<file path="src/design/u8d_pkg.sv">
`timescale 1ns / 1ps
// ----------------------------------------------------------------------------
// u8d_pkg
// Shared types and constants of the six-byte UTF-8 stream decoder.
// ----------------------------------------------------------------------------
package u8d_pkg;

  localparam int unsigned CodeW    = 31;
  localparam int unsigned FifoDepth = 4;
  localparam int unsigned PtrW     = $clog2(FifoDepth);
  localparam int unsigned CntW     = $clog2(FifoDepth + 1);

  localparam logic [CodeW-1:0] UndefCodeReset = 31'd65533;

  // result status codes
  localparam logic [1:0] ST_VALID = 2'd0;
  localparam logic [1:0] ST_UNDEF = 2'd1;
  localparam logic [1:0] ST_TRUNC = 2'd2;

  typedef struct packed {
    logic [7:0] in_byte;
    logic       last_byte;
  } in_item_t;

  typedef struct packed {
    logic [CodeW-1:0] code_point;
    logic [1:0]       status;
    logic             run_last;
  } out_item_t;

  // sequence tracking state
  typedef struct packed {
    logic [CodeW-1:0] partial_value;
    logic [2:0]       bytes_left;
    logic [2:0]       sequence_length;
  } seq_state_t;

  // up to two results from one byte, in order
  typedef struct packed {
    out_item_t  res0;
    out_item_t  res1;
    logic [1:0] cnt;
  } dec_out_t;

endpackage

</file>
<file path="src/design/utf8_stream_decoder_unit.sv">
`timescale 1ns / 1ps
// ----------------------------------------------------------------------------
// utf8_stream_decoder_unit
// Six-byte legacy UTF-8 decoder for a byte stream, one byte per transaction.
// ----------------------------------------------------------------------------
// One byte is taken per clock unless stalled and decoded in the cycle it is
// accepted; its results (none, one or two) enter a four-entry result queue
// and reach the output in the next cycle at the earliest, one result per
// clock unless the output stalls. A byte breaking an open sequence can yield
// two results, but that sequence was opened by a byte with no result and no
// such byte follows right after, so with a ready receiver the queue never
// holds more than two results and input runs at one byte per cycle. The input
// stalls while over two results are queued, which only output stalls cause.
// undefined_code may only be written while idle.
// ----------------------------------------------------------------------------
module utf8_stream_decoder_unit (
  input  logic                      clk_i,
  input  logic                      rst_ni,
  input  logic                      cfg_we_i,
  input  logic [u8d_pkg::CodeW-1:0] cfg_wdata_i,
  input  logic                      in_valid_i,
  output logic                      in_stall_o,
  input  u8d_pkg::in_item_t         in_item_i,
  output logic                      out_valid_o,
  input  logic                      out_stall_i,
  output u8d_pkg::out_item_t        out_item_o
);

  logic [u8d_pkg::CodeW-1:0] undef_code_q;
  u8d_pkg::seq_state_t       state_q, state_d;
  u8d_pkg::dec_out_t         dec;
  logic                      in_accept;
  logic                      fifo_full;

  assign in_stall_o = fifo_full;
  assign in_accept  = in_valid_i && !fifo_full;

  // configuration register
  always_ff @(posedge clk_i or negedge rst_ni) begin
    if (!rst_ni) begin
      undef_code_q <= u8d_pkg::UndefCodeReset;
    end else if (cfg_we_i) begin
      undef_code_q <= cfg_wdata_i;
    end
  end

  // byte decode
  u8d_decode u_decode (
    .in_item_i    (in_item_i),
    .state_i      (state_q),
    .undef_code_i (undef_code_q),
    .state_o      (state_d),
    .dec_o        (dec)
  );

  // sequence state, advanced on each accepted transaction
  always_ff @(posedge clk_i or negedge rst_ni) begin
    if (!rst_ni) begin
      state_q <= '0;
    end else if (in_accept) begin
      state_q <= state_d;
    end
  end

  // result queue
  u8d_out_fifo u_out_fifo (
    .clk_i       (clk_i),
    .rst_ni      (rst_ni),
    .push_en_i   (in_accept),
    .dec_i       (dec),
    .full_o      (fifo_full),
    .out_valid_o (out_valid_o),
    .out_stall_i (out_stall_i),
    .out_item_o  (out_item_o)
  );

endmodule

</file>
<file path="src/design/u8d_decode.sv">
`timescale 1ns / 1ps
// ----------------------------------------------------------------------------
// u8d_decode
// Combinational next-state and result logic for one input byte.
// ----------------------------------------------------------------------------
module u8d_decode (
  input  u8d_pkg::in_item_t         in_item_i,
  input  u8d_pkg::seq_state_t       state_i,
  input  logic [u8d_pkg::CodeW-1:0] undef_code_i,
  output u8d_pkg::seq_state_t       state_o,
  output u8d_pkg::dec_out_t         dec_o
);

  logic [7:0]              b;
  logic                    last;
  logic                    lead_emit;
  u8d_pkg::out_item_t      lead_res;
  u8d_pkg::seq_state_t     lead_st;
  logic [2:0]              lead_len;
  logic [7:0]              lead_pay;
  u8d_pkg::out_item_t      undef_res;
  u8d_pkg::out_item_t      trunc_res;
  logic [u8d_pkg::CodeW-1:0] pv_next;
  logic [2:0]              bl_next;
  logic [2:0]              form_len;

  assign b    = in_item_i.in_byte;
  assign last = in_item_i.last_byte;

  always_comb begin
    undef_res.code_point = undef_code_i;
    undef_res.status     = u8d_pkg::ST_UNDEF;
    undef_res.run_last   = 1'b0;
    trunc_res.code_point = '0;
    trunc_res.status     = u8d_pkg::ST_TRUNC;
    trunc_res.run_last   = 1'b0;
  end

  // byte taken as a lead
  always_comb begin
    lead_emit = 1'b1;
    lead_res  = undef_res;
    lead_st   = '0;
    lead_len  = 3'd0;
    lead_pay  = 8'h00;
    if (b == 8'h00) begin
      lead_res = undef_res;
    end else if (!b[7]) begin
      lead_res.code_point = {23'd0, b};
      lead_res.status     = u8d_pkg::ST_VALID;
      lead_res.run_last   = 1'b0;
    end else if (b[7:6] == 2'b10) begin
      lead_res = undef_res;
    end else begin
      if (b[7:5] == 3'b110) begin
        lead_len = 3'd2;
        lead_pay = b & 8'h1F;
      end else if (b[7:4] == 4'b1110) begin
        lead_len = 3'd3;
        lead_pay = b & 8'h0F;
      end else if (b[7:3] == 5'b11110) begin
        lead_len = 3'd4;
        lead_pay = b & 8'h07;
      end else if (b[7:2] == 6'b111110) begin
        lead_len = 3'd5;
        lead_pay = b & 8'h03;
      end else if (b[7:1] == 7'b1111110) begin
        lead_len = 3'd6;
        lead_pay = b & 8'h01;
      end
      // 0xFE and 0xFF leave the length at zero and give the undefined code
      if (lead_len != 3'd0) begin
        if (last) begin
          lead_res = trunc_res;
        end else begin
          lead_emit                = 1'b0;
          lead_st.partial_value    = {23'd0, lead_pay};
          lead_st.bytes_left       = lead_len - 3'd1;
          lead_st.sequence_length  = lead_len;
        end
      end
    end
  end

  // continuation byte accumulation and shortest-form length
  assign pv_next = {state_i.partial_value[u8d_pkg::CodeW-7:0], b[5:0]};
  assign bl_next = state_i.bytes_left - 3'd1;

  always_comb begin
    if (pv_next <= 31'h7F)           form_len = 3'd1;
    else if (pv_next <= 31'h7FF)     form_len = 3'd2;
    else if (pv_next <= 31'hFFFF)    form_len = 3'd3;
    else if (pv_next <= 31'h1FFFFF)  form_len = 3'd4;
    else if (pv_next <= 31'h3FFFFFF) form_len = 3'd5;
    else                             form_len = 3'd6;
  end

  // main decision
  always_comb begin
    dec_o.res0 = undef_res;
    dec_o.res1 = undef_res;
    dec_o.cnt  = 2'd0;
    state_o    = '0;
    if (state_i.bytes_left == 3'd0) begin
      dec_o.res0 = lead_res;
      dec_o.cnt  = {1'b0, lead_emit};
      state_o    = lead_st;
    end else if (b == 8'h00) begin
      dec_o.cnt = 2'd1;
    end else if (b[7:6] != 2'b10) begin
      // missing continuation: drop the sequence, then retry as a lead
      dec_o.res1 = lead_res;
      dec_o.cnt  = lead_emit ? 2'd2 : 2'd1;
      state_o    = lead_st;
    end else if (bl_next == 3'd0) begin
      if (form_len == state_i.sequence_length) begin
        dec_o.res0.code_point = pv_next;
        dec_o.res0.status     = u8d_pkg::ST_VALID;
      end
      dec_o.cnt = 2'd1;
    end else if (last) begin
      dec_o.res0 = trunc_res;
      dec_o.cnt  = 2'd1;
    end else begin
      state_o.partial_value   = pv_next;
      state_o.bytes_left      = bl_next;
      state_o.sequence_length = state_i.sequence_length;
    end
    if (last) begin
      state_o = '0;
    end
    // mark the final result of this byte
    if (dec_o.cnt == 2'd2) begin
      dec_o.res1.run_last = 1'b1;
    end else if (dec_o.cnt == 2'd1) begin
      dec_o.res0.run_last = 1'b1;
    end
  end

endmodule

</file>
<file path="src/design/u8d_out_fifo.sv">
`timescale 1ns / 1ps
// ----------------------------------------------------------------------------
// u8d_out_fifo
// Result queue: takes up to two results a cycle, gives one unless stalled.
// ----------------------------------------------------------------------------
module u8d_out_fifo (
  input  logic               clk_i,
  input  logic               rst_ni,
  input  logic               push_en_i,
  input  u8d_pkg::dec_out_t  dec_i,
  output logic               full_o,
  output logic               out_valid_o,
  input  logic               out_stall_i,
  output u8d_pkg::out_item_t out_item_o
);

  u8d_pkg::out_item_t           mem_q [u8d_pkg::FifoDepth];
  logic [u8d_pkg::PtrW-1:0]     wr_q, wr_d;
  logic [u8d_pkg::PtrW-1:0]     rd_q, rd_d;
  logic [u8d_pkg::CntW-1:0]     count_q, count_d;
  logic [u8d_pkg::PtrW-1:0]     wr_next;
  logic [1:0]                   push_cnt;
  logic                         pop;

  assign push_cnt = push_en_i ? dec_i.cnt : 2'd0;
  assign pop      = out_valid_o && !out_stall_i;
  assign wr_next  = wr_q + u8d_pkg::PtrW'(1);

  // room for a full two-result push is kept at all times
  assign full_o      = count_q > u8d_pkg::CntW'(u8d_pkg::FifoDepth - 2);
  assign out_valid_o = count_q != '0;
  assign out_item_o  = mem_q[rd_q];

  // pointer and fill bookkeeping
  always_comb begin
    wr_d    = wr_q + u8d_pkg::PtrW'(push_cnt);
    rd_d    = pop ? rd_q + u8d_pkg::PtrW'(1) : rd_q;
    count_d = count_q + u8d_pkg::CntW'(push_cnt) - u8d_pkg::CntW'(pop);
  end

  always_ff @(posedge clk_i or negedge rst_ni) begin
    if (!rst_ni) begin
      wr_q    <= '0;
      rd_q    <= '0;
      count_q <= '0;
    end else begin
      wr_q    <= wr_d;
      rd_q    <= rd_d;
      count_q <= count_d;
    end
  end

  // result storage
  always_ff @(posedge clk_i) begin
    if (push_cnt != 2'd0) begin
      mem_q[wr_q] <= dec_i.res0;
    end
    if (push_cnt == 2'd2) begin
      mem_q[wr_next] <= dec_i.res1;
    end
  end

endmodule

</file>
<file path="config.mk">
export PLATFORM = sky130hd
export DESIGN_NAME = utf8_stream_decoder_unit
export DESIGN_NICKNAME = d
export VERILOG_FILES = /design/src/design/u8d_pkg.sv /design/src/design/utf8_stream_decoder_unit.sv /design/src/design/u8d_decode.sv /design/src/design/u8d_out_fifo.sv
export SDC_FILE = /design/constraint.sdc
export NUM_CORES = 1
export LEC_CHECK = 0
export BUFFER_PORTS_ARGS = -buffer_cell sky130_fd_sc_hd__buf_2
export CORE_MARGIN = 4
export CORE_UTILIZATION = 45
export DETAILED_ROUTE_END_ITERATION = 7
export GPL_TIMING_DRIVEN = 0
export HOLD_SLACK_MARGIN = 0.12
export PLACE_DENSITY = 0.62
export SLEW_MARGIN = 20
export SYNTH_ARGS = -nofsm -noshare
export SYNTH_HDL_FRONTEND = slang
export SYNTH_HIERARCHICAL = 1
export SYNTH_SLANG_ARGS = --single-unit
export TNS_END_PERCENT = 10
</file>
<file path="constraint.sdc">
create_clock -name clk_i -period 6.7 [get_ports clk_i]
set_input_delay 1.005 -clock clk_i [delete_from_list [all_inputs] [get_ports clk_i]]
set_output_delay 1.005 -clock clk_i [all_outputs]
set_load 0.01 [all_outputs]
</file>
; ---- Word-level counts from Yosys, hierarchy flattened
; Memory sizes are Yosys's and may differ from the RTL's.
; Cells that the tools add are included.
[op_classes]
n_addsub = 7
n_lt_le_gt_ge = 6
eq_ne = 11
n_mux = 59
n_reduce_logical = 12
[op_table]
columns = operator, n
row1 = 34-bit 2-to-1 mux, 9
row2 = 31-bit 2-to-1 mux, 7
row3 = 68-bit 2-to-1 mux, 1
row4 = 33-bit 2-to-1 mux, 2
row5 = 3-bit 2-to-1 mux, 12
row6 = 8-bit 2-to-1 mux, 4
row7 = "31-bit by 11-bit <= comparator with 1-bit output, second input constant", 1
row8 = "31-bit by 16-bit <= comparator with 1-bit output, second input constant", 1
row9 = "31-bit by 21-bit <= comparator with 1-bit output, second input constant", 1
row10 = "31-bit by 26-bit <= comparator with 1-bit output, second input constant", 1
row11 = "31-bit by 7-bit <= comparator with 1-bit output, second input constant", 1
row12 = 14-bit 2-to-1 mux, 2
row13 = 1-bit 2-to-1 mux, 15
row14 = 2-bit 2-to-1 mux, 7
row15 = 8-bit zero test, 1
row16 = "7-bit equality test, second input constant", 1
row17 = "2-bit equality test, second input constant", 3
row18 = "6-bit equality test, second input constant", 1
row19 = 3-bit zero test, 2
row20 = 3-bit nonzero test, 2
row21 = "3-bit by 1-bit subtractor with 3-bit output, second input constant", 2
row22 = "5-bit equality test, second input constant", 1
row23 = 5-bit nonzero test, 1
row24 = "2-bit by 1-bit adder with 2-bit output, second input constant", 2
row25 = 13 further kinds, 15
[word_totals]
reg_bits = 69
mem_bits_rw = 136
in_bits = 45
elab_cells = 103
n_memories = 1
[mem_list]
columns = memory, depth, word_bits, read_ports, rd_clocked_by_memory_dff, write_ports, line
row1 = u_out_fifo.mem_q, 4, 34, 1, 0, 2, u8d_out_fifo.sv:17  ; u8d_pkg::out_item_t mem_q [u8d_pkg::FifoDepth];

; ---- Depth between registers and ports, before layout
; Gate-level depths: netlist (run 1).
[depth]
depth_word = 22
ltp_mapped = 16
ltp_nobuf = 14

; ---- Cells and area by module
; The synthesis (run 1) kept the hierarchy.
[by_module_without_submodules]
columns = module, n_inst, cells_per_inst, area_each_um2, seq_area_each_um2
row1 = u8d_out_fifo, 1, 376, 7163.1, 4259.1
row2 = utf8_stream_decoder_unit, 1, 144, 2645.0, 1720.4
row3 = u8d_decode, 1, 241, 1470.2, 0.0

; ---- Worst setup path before layout (run 1)
; OpenSTA, ideal clock, no wires.
[synth_path]
path_kind = input-to-reg
startpoint = input in_item_i[6] (netlist name)
endpoint = memory u_out_fifo/mem_q[1][0] (netlist name), enable pin
setup_ns = 0.426
arrival_ns = 4.457
t_required_ns = 6.274
setup_slack_ns = 1.818
stages = 10
cell_sequence = clkbuf_1 -> nand2_1 -> o21ai_0 -> nor2_1 -> nor3_1 -> nor2_1 -> clkbuf_1 -> mux2_2 -> nand2_1 -> nor2_1
[synth_rtl]
columns = item, line
row1 = start: declaration, utf8_stream_decoder_unit.sv:23  ; input u8d_pkg::in_item_t in_item_i,
row2 = end: declaration, u8d_out_fifo.sv:17

==> results list, run 1 <==
* Initial Utilization: between 40% and 50%
- In the routed design, unresolved DRC markers number 0.
- Yosys warnings: 6
* RSZ-0062 raised after global routing: false
- Relative to the synthesized area, the layout overhead comes to 14.9%.
* Initial detailed-routing violation count: 374
- Count of max-cap constraint violations: 0
* Worst Setup Slack, final: about 2 ns
* Half-perimeter wire length of the detailed placement result: approximately 18000 um
- Number of clock buffers inserted by TritonCTS: 24
- The initial antenna violation count is 1.
- Counting along the longest clock path gives a buffer depth of 3.
- After clock tree synthesis, the clock-pin slew on the worst setup and hold paths is ~0.060 ns.
- The congestion estimate from routability-driven global placement came to 0.863.
- For the worst setup path, the data arrival time is 4.96 ns.
- At the worst endpoint, the required time is 6.95 ns.
* Final critical path time including I/O delays and setup: 4.71 ns
- Using the TritonRoute via totals, the vias-per-cell ratio works out to 5.72.
- Combined area of all synthesized cells: approximately 11000 um^2
* Critical path capture point type: register
- Vias in the first global route: 7268
- Synthesized instance count: 743
- Post-CTS setup buffers: 0
- Placeable core area: 23800 um^2
- Die height: approximately 160 um
- The critical path is of the primary input to register type.
- Across every metal layer, demand over resource in global routing totals 20.2%.
- After routing, the total negative slack on setup checks comes to 0 ns.
- The die is between 150 and 200 um wide.
- Setup violations remaining at the end of the flow were counted as 0.
- The signal on the critical path passes through clkbuf_1, nand2_1, o21ai_0, nor2_1, nor3_1, nor2_1, clkbuf_1, nor4_2, buf_4, mux2_2.
- Measured against its own limit, the worst slew margin works out to ~30%.
- Net count after synthesis: 796
- CTS H-Tree Depth: 1
* Max-slew violation count: 0
- The tree built by TritonCTS fans out to 205 sinks.
- Final-layout fill cell count: 1960
- The run finished with clean final reports.
- CTS resizes: 0
* IR Drop Worst-Case VDD: ~190 uV
- The die covers 27000 um^2.
* Number of endpoints with negative hold slack in the final report: 0
- FP Rows: 56
- Crit-path max FO: 10
- The final route contains 6790 vias.
* Standby leakage power: 4.99 nW
- Dividing total power by cell area gives a power density of 388 nW/um^2.
- OpenSTA, run right after detailed placement, puts the worst setup slack at 1.55 ns.
- For the pin with the worst max-slew slack, the measured transition is 1.05 ns.
- Final layout net count: 904
- Post-route clock period utilization: 70.2%
* Detailed-routing iteration count for the pre-antenna-repair pass: 4
- First-pass GRT wire length: 41800 um
* Proportion of layout cells with a drive suffix above 1: 46.6%
- For the final database, setup skew stands at 0.00909 ns.
* Diode insertion count for antenna repair: 0
- The tree is rooted in a sky130_fd_sc_hd__clkbuf_16.
* Worst-Skew Late Latency: 0.51 ns
- Routed wirelength normalized by instance count: 22.7 um
- Startpoint type of the worst setup path: primary input
- Derived from the worst setup path, the maximum achievable clock frequency is 213 MHz.
- Global routing finished with a remaining overflow of 0.
- Clock tree from TritonCTS: done
- Worst path slowest cell: sky130_fd_sc_hd__nor4_2
- Tightest Hold Check Type: primary input to asynchronous set/reset pin
* Mean area per synthesized cell: 14.8 um^2
- Entering global routing, the biggest net connects 41 pins.
* Critical Path Max Stage Delay: ~0.9 ns
- Residual antenna-violating net count after detailed routing: 0
- Boundary pin count: 81
* Hold bufs inserted after CTS: 0
- In this run the tool buffered the top-level ports with 78 buffer cells.
- Routed wire length: 26900 um
==> power by group <==
part,switching (mW),internal (mW),total (mW),leakage [nW]
Clock,0.500,0.758,1.26,0.371
Sequential,0.0745,1.65,1.72,2.10
Combinational,1.02,0.914,1.93,2.51
Total,1.59,3.32,4.92,4.99
==> path summary, 6_finish.rpt <==
| check | startpoint | to | slack [ns] | cells past startpoint |
|---|---|---|---|---|
| hold / removal | rst_ni | u_out_fifo/count_q[1] | 0.45 | 1 |
| setup reg to reg | state_q[3] | u_out_fifo/mem_q[1][4] | 2.33 | 11 |
| min in group clk_i | u_out_fifo/wr_q[0] | u_out_fifo/wr_q[0] | 0.51 | 1 |
| setup / recovery | in_item_i[5] | u_out_fifo/mem_q[1][4] | 1.99 | 10 |
| hold reg to reg | u_out_fifo/wr_q[0] | u_out_fifo/wr_q[0] | 0.51 | 1 |
| max in group asynchronous | rst_ni | undef_code_q[13] | 5.58 | 2 |
==> final cells by class <==
cell class | count | area, um^2 | area share (%)
Clock inverter | 7 | 61.3 | 0.484
Clock buffer | 37 | 702 | 5.54
Sequential cell | 205 | 5830 | 46.0
Timing Repair Buffer | 82 | 473 | 3.74
Multi-Input combinational cell | 476 | 4820 | 38.1
Buffer | 50 | 333 | 2.63
Tap cell | 319 | 399 | 3.15
Inverter | 12 | 45.0 | 0.356
==> metrics by stage <==
stage	util, %	hold WS (ns)	total power, mW	cell area (um^2)	std cells
floorplan	-	0.469	3.12	11000	743
global placement	49.7	0.489	3.60	11800	1140
detailed placement	50.1	0.498	3.69	11900	1144
CTS	53.3	0.461	4.96	12700	1188
global route	53.3	0.471	5.19	12700	1188
finish	53.3	0.450	4.92	12700	1188
==> metal layers <==
layer,up-vias,global-route usage [%],part of all wire [%]
li1,3074,-,-
met1,3454,27.0,42
met2,224,35.0,50
met3,38,2.57,5.9
met4,0,5.26,1.8
met5,-,0,0
==> worst max-delay path, delay by kind of cell <==
family / cells / cell delay (ns)
AND/OR/NAND/NOR: 5 / 2.10
AO/OA/AOI/OAI: 1 / 0.44
buffers and inverters: 3 / 1.03
multiplexers: 1 / 0.37
==> sequential cells by signal, indices dropped and copies added, names as in the netlist <==
name,cells
u_out_fifo/count_q,3
u_out_fifo/wr_q,2
state_q,31
u_out_fifo/mem_q,136
undef_code_q,31
u_out_fifo/rd_q,2
==> cells in the final DEF, fill, tap and decap left out, drive strengths merged, types with 5 or more instances in the layout <==
master,count
a21oi,11
a22o,32
and2,46
buf,114
clkbuf,55
clkinv,5
dfrtp,54
dfstp,15
edfxtp,136
ha,7
inv,12
mux2,199
mux4,34
nand2,22
nand3,10
nor2,28
nor2b,5
nor3,9
nor3b,5
o21a,6
o21ai,15
No activity file was read; power rests on OpenSTA's default activity.
==> run 2: changes to the inputs <==
Clock period 6.7 ns to 4.6 ns, I/O delays scaled along.
==> run 2 against run 1 <==
  * Sequential power grew 46%
  * Clock power grew 45%
  * Wire length grew 0.20%
  * Via count is essentially flat
  * Total power grew 46%
  * Global-route usage is the same
  * First-iteration DRC count grew 5.9%
  * Non-clock buffer count is the same
  * Die area is the same
  * Critical path type is now register to register
  * Critical endpoint unchanged
==> results list, run 2 (same netlist as run 1, synthesis figures left out) <==
- Result of the run: completed
- The global router's overall resource usage came to 20.2% (unchanged).
- Count of unresolved DRC violations after routing: 0 (unchanged)
- The global routing usage on met3 was 2.57% (unchanged).
- Sequence of cells on the critical path: inv_1, ha_1, nand2b_1, clkbuf_1, o21ai_0, nor3_2, nor2_1, clkbuf_1, nor4_2, buf_4, mux2_2
- The count of hold buffers inserted by post-cts repair is 0 (unchanged).
* Routed wirelength normalized by instance count: 22.7 um (+0.20%)
- Total design power: 7.16 mW (+46%)
- The number of top-level pins is 81 (unchanged).
- Setup slack on the worst flop-to-flop path: 0.47 ns (-1.86 ns)
- Sink Count: 205 (unchanged)
- Routability congestion estimate from global placement: 0.863 (unchanged)
* Setup clock skew after layout: 0.0122 ns (+0.00309 ns)
- The total number of H-tree levels came to 1 (unchanged).
- The antenna violation net count after detailed routing came to 0 (unchanged).
* Final critical path time including I/O delays and setup: ~4.1 ns
- The first-pass iteration count of the detailed router came to 5 (+1).
- The number of non-filler instances in the completed layout was 1188 (unchanged).
- The clock transition at the registers of the reported paths was 0.06 ns (about the same).
- The initial DRC count was 396 (+5.9%).
* Critical Path Max Stage Delay: 0.93 ns (+0.04 ns)
- Layout area overhead: 15.0% (about the same)
* Crit-path max FO: 10 (unchanged)
* Number of endpoints with negative hold slack in the final report: 0 (unchanged)
- The power share of the combinational group was 39.3% (about the same).
* Routed wire length: 27000 um (+0.20%)
* Vias in the first global route: 7268 (unchanged)
- The worst setup path is of the register to register kind.
- Max FFs per register: 136 (unchanged)
* Worst path buffer plus inverter count: 4 (+1)
- Worst reg2reg path startpoint: state_q[3]
- Most repeated library cell on the critical path: sky130_fd_sc_hd__clkbuf_1
- Initial Utilization: 46.4% (unchanged)
- Cell count of the worst reg-to-reg path: 11 (unchanged)
* Worst-Skew Late Latency: 0.51 ns (about the same)
- Die height: 164 um (unchanged)
* Met1 usage: 27.0% (unchanged)
- Clock tree from TritonCTS: done
* GRT Max-Usage Layer: met2
- The total via count in the routed design is 6784 (-0.088%).
- Worst relative slew slack: 28.5% (-1.7 points)
- The total of max-cap violations was 0 (unchanged).
* Leading registers by flop count: u_out_fifo/mem_q x136, state_q x31, undef_code_q x31
- Placeable core area: 23800 um^2 (unchanged)
* RSZ-0062 raised after global routing: false
* Proportion of layout cells with a drive suffix above 1: 46.7% (+0.12 points)
* Total power divided by cell area: 565 nW/um^2 (+46%)
* Largest net degree at the start of global routing: 41 (unchanged)
* Net switching power figure: 2.32 mW (+46%)
* Critical Path RT: 4.86 ns (-2.09 ns)
- The maximum clock insertion buffer count was 3 (unchanged).
- Critical path capture point type: register
- Met2 track utilization from global routing: 35.0% (unchanged)
- The switching part of the total power is 32.4% (about the same).
- The number of diodes added for antenna fixing was 0 (unchanged).
* Final setup vio count: 0 (unchanged)
- Slew at the pin with the worst max-slew slack: 1.06 ns (+0.0160 ns)
* Maximum clock frequency: 242 MHz
- The total CTS buffers came to 24 (unchanged).
* Final layout net count: 904 (unchanged)
* Internal power: 4.84 mW (+46%)
- The initial antenna violation count was 1 (unchanged).
- The slowest stage of the critical path belongs to the cell sky130_fd_sc_hd__nor4_2.
- Root cell of the clock tree: sky130_fd_sc_hd__clkbuf_16
- Power share of the sequential group: 35.1% (about the same)
- Most frequent standard cell in the layout excluding fill and tap cells: sky130_fd_sc_hd__mux2_2
- The number of placed instances with taps included came to 1144 (unchanged).
- The final critical path takes up 89.7% of the cycle.
* Placed standard-cell area: 11900 um^2 (unchanged)
* Final TNS setup: 0 ns (unchanged)
* Largest delay share family, worst path: simple AND/OR/NAND/NOR gates
- Ranked by flip-flop count, first place goes to u_out_fifo/mem_q.
- Post-Layout Inst Area: 12700 um^2 (about the same)
* Total stage count of the critical path: 11 (+1)
* FP Rows: 56 (unchanged)
- Fraction of power consumed by the clock network: 25.6% (about the same)
- In the layout the commonest cells are 150 x sky130_fd_sc_hd__mux2_2, 136 x sky130_fd_sc_hd__edfxtp_1, 95 x sky130_fd_sc_hd__buf_2, 54 x sky130_fd_sc_hd__dfrtp_1, 47 x sky130_fd_sc_hd__mux2_4.
* Remaining global-route overflow: 0 (unchanged)
- In this run the critical register-to-register path is captured at u_out_fifo/mem_q[1][4].
- The worst hold path belongs to the class primary input to asynchronous set/reset pin.
- The detailed placer's ending HPWL is 18100 um (unchanged).
- The static leakage is 4.99 nW (about the same).
* Arrival time of the worst setup path: 4.38 ns (-0.58 ns)
- Startpoint type of the worst setup path: register
* Die area: 27000 um^2 (unchanged)
- The horizontal die dimension was 164 um (unchanged).
- First-pass GRT wire length: 41800 um (unchanged)
- Via/cell ratio: 5.71 (about the same)
- The final count of pins violating max slew is 0 (unchanged).
- IR Drop Worst-Case VDD: 276 uV (+47%)
- Port Buf Inserts: 78 (unchanged)
==> run 2: layout make-up <==
type	instances	area [um^2]
Inverter	12	45.0
Timing Repair Buffer	82	473
Buffer	50	333
Clock buffer	37	702
Sequential cell	205	5830
Fill cell	1959	11100
Clock inverter	7	61.3
Multi-Input combinational cell	476	4820
Tap cell	319	399
==> run 2: worst reg2reg max path, delay by kind of cell (launching register included) <==
family / cells / cell delay [ns]
AOI/OAI and AO/OA: 1 / 0.27
and+or+nand+nor: 4 / 1.57
DFF: 1 / 0.37
buffers and inverters: 4 / 1.07
muxes: 1 / 0.38
adders and majority gates: 1 / 0.22
==> run 2: worst max-delay path by stage <==
stage            startpoint  slack [ns]                 endpoint
3_3_place_gp   in_item_i[6]       -1.94  u_out_fifo/mem_q[1][16]
3_5_place_dp   in_item_i[6]       -0.23  u_out_fifo/mem_q[1][19]
4_1_cts          state_q[3]        0.29  u_out_fifo/mem_q[1][19]
5_1_grt        in_item_i[6]        0.28   u_out_fifo/mem_q[1][4]
6_report         state_q[3]        0.47   u_out_fifo/mem_q[1][4]
2_1_floorplan  in_item_i[6]        0.03   u_out_fifo/mem_q[1][0]
==> run 2: timing repair <==
action                     4_1_cts  5_1_grt
buffers inserted                 0        0
gates resized for setup          0        1
setup endpoints to repair        0       30
==> run 2: power groups by stage <==
stage / Clock (mW) / Combinational, mW / Sequential, mW
finish: 1.83 / 2.82 / 2.51
global route: 1.96 / 3.06 / 2.54
CTS: 1.87 / 2.84 / 2.51
detailed placement: 0 / 2.82 / 2.55
global placement: 0 / 2.70 / 2.54
floorplan: 0 / 2.03 / 2.51
==> run 2: stage by stage <==
| stage | setup WS (ns) | util (%) | hold slack, ns |
|---|---|---|---|
| 2_1_floorplan | 0.0322 | - | 0.394 |
| 3_3_place_gp | -1.94 | 49.7 | 0.489 |
| 3_5_place_dp | -0.233 | 50.1 | 0.498 |
| 4_1_cts | 0.295 | 53.3 | 0.146 |
| 5_1_grt | 0.283 | 53.3 | 0.156 |
| 6_report | 0.472 | 53.3 | 0.133 |
==> run 2: layer usage <==
layer  wire length (um)  vias up
li1                   -     3073
met1              11300     3452
met2              13600      223
met3               1630       36
met4                469        0
met5                  0        -
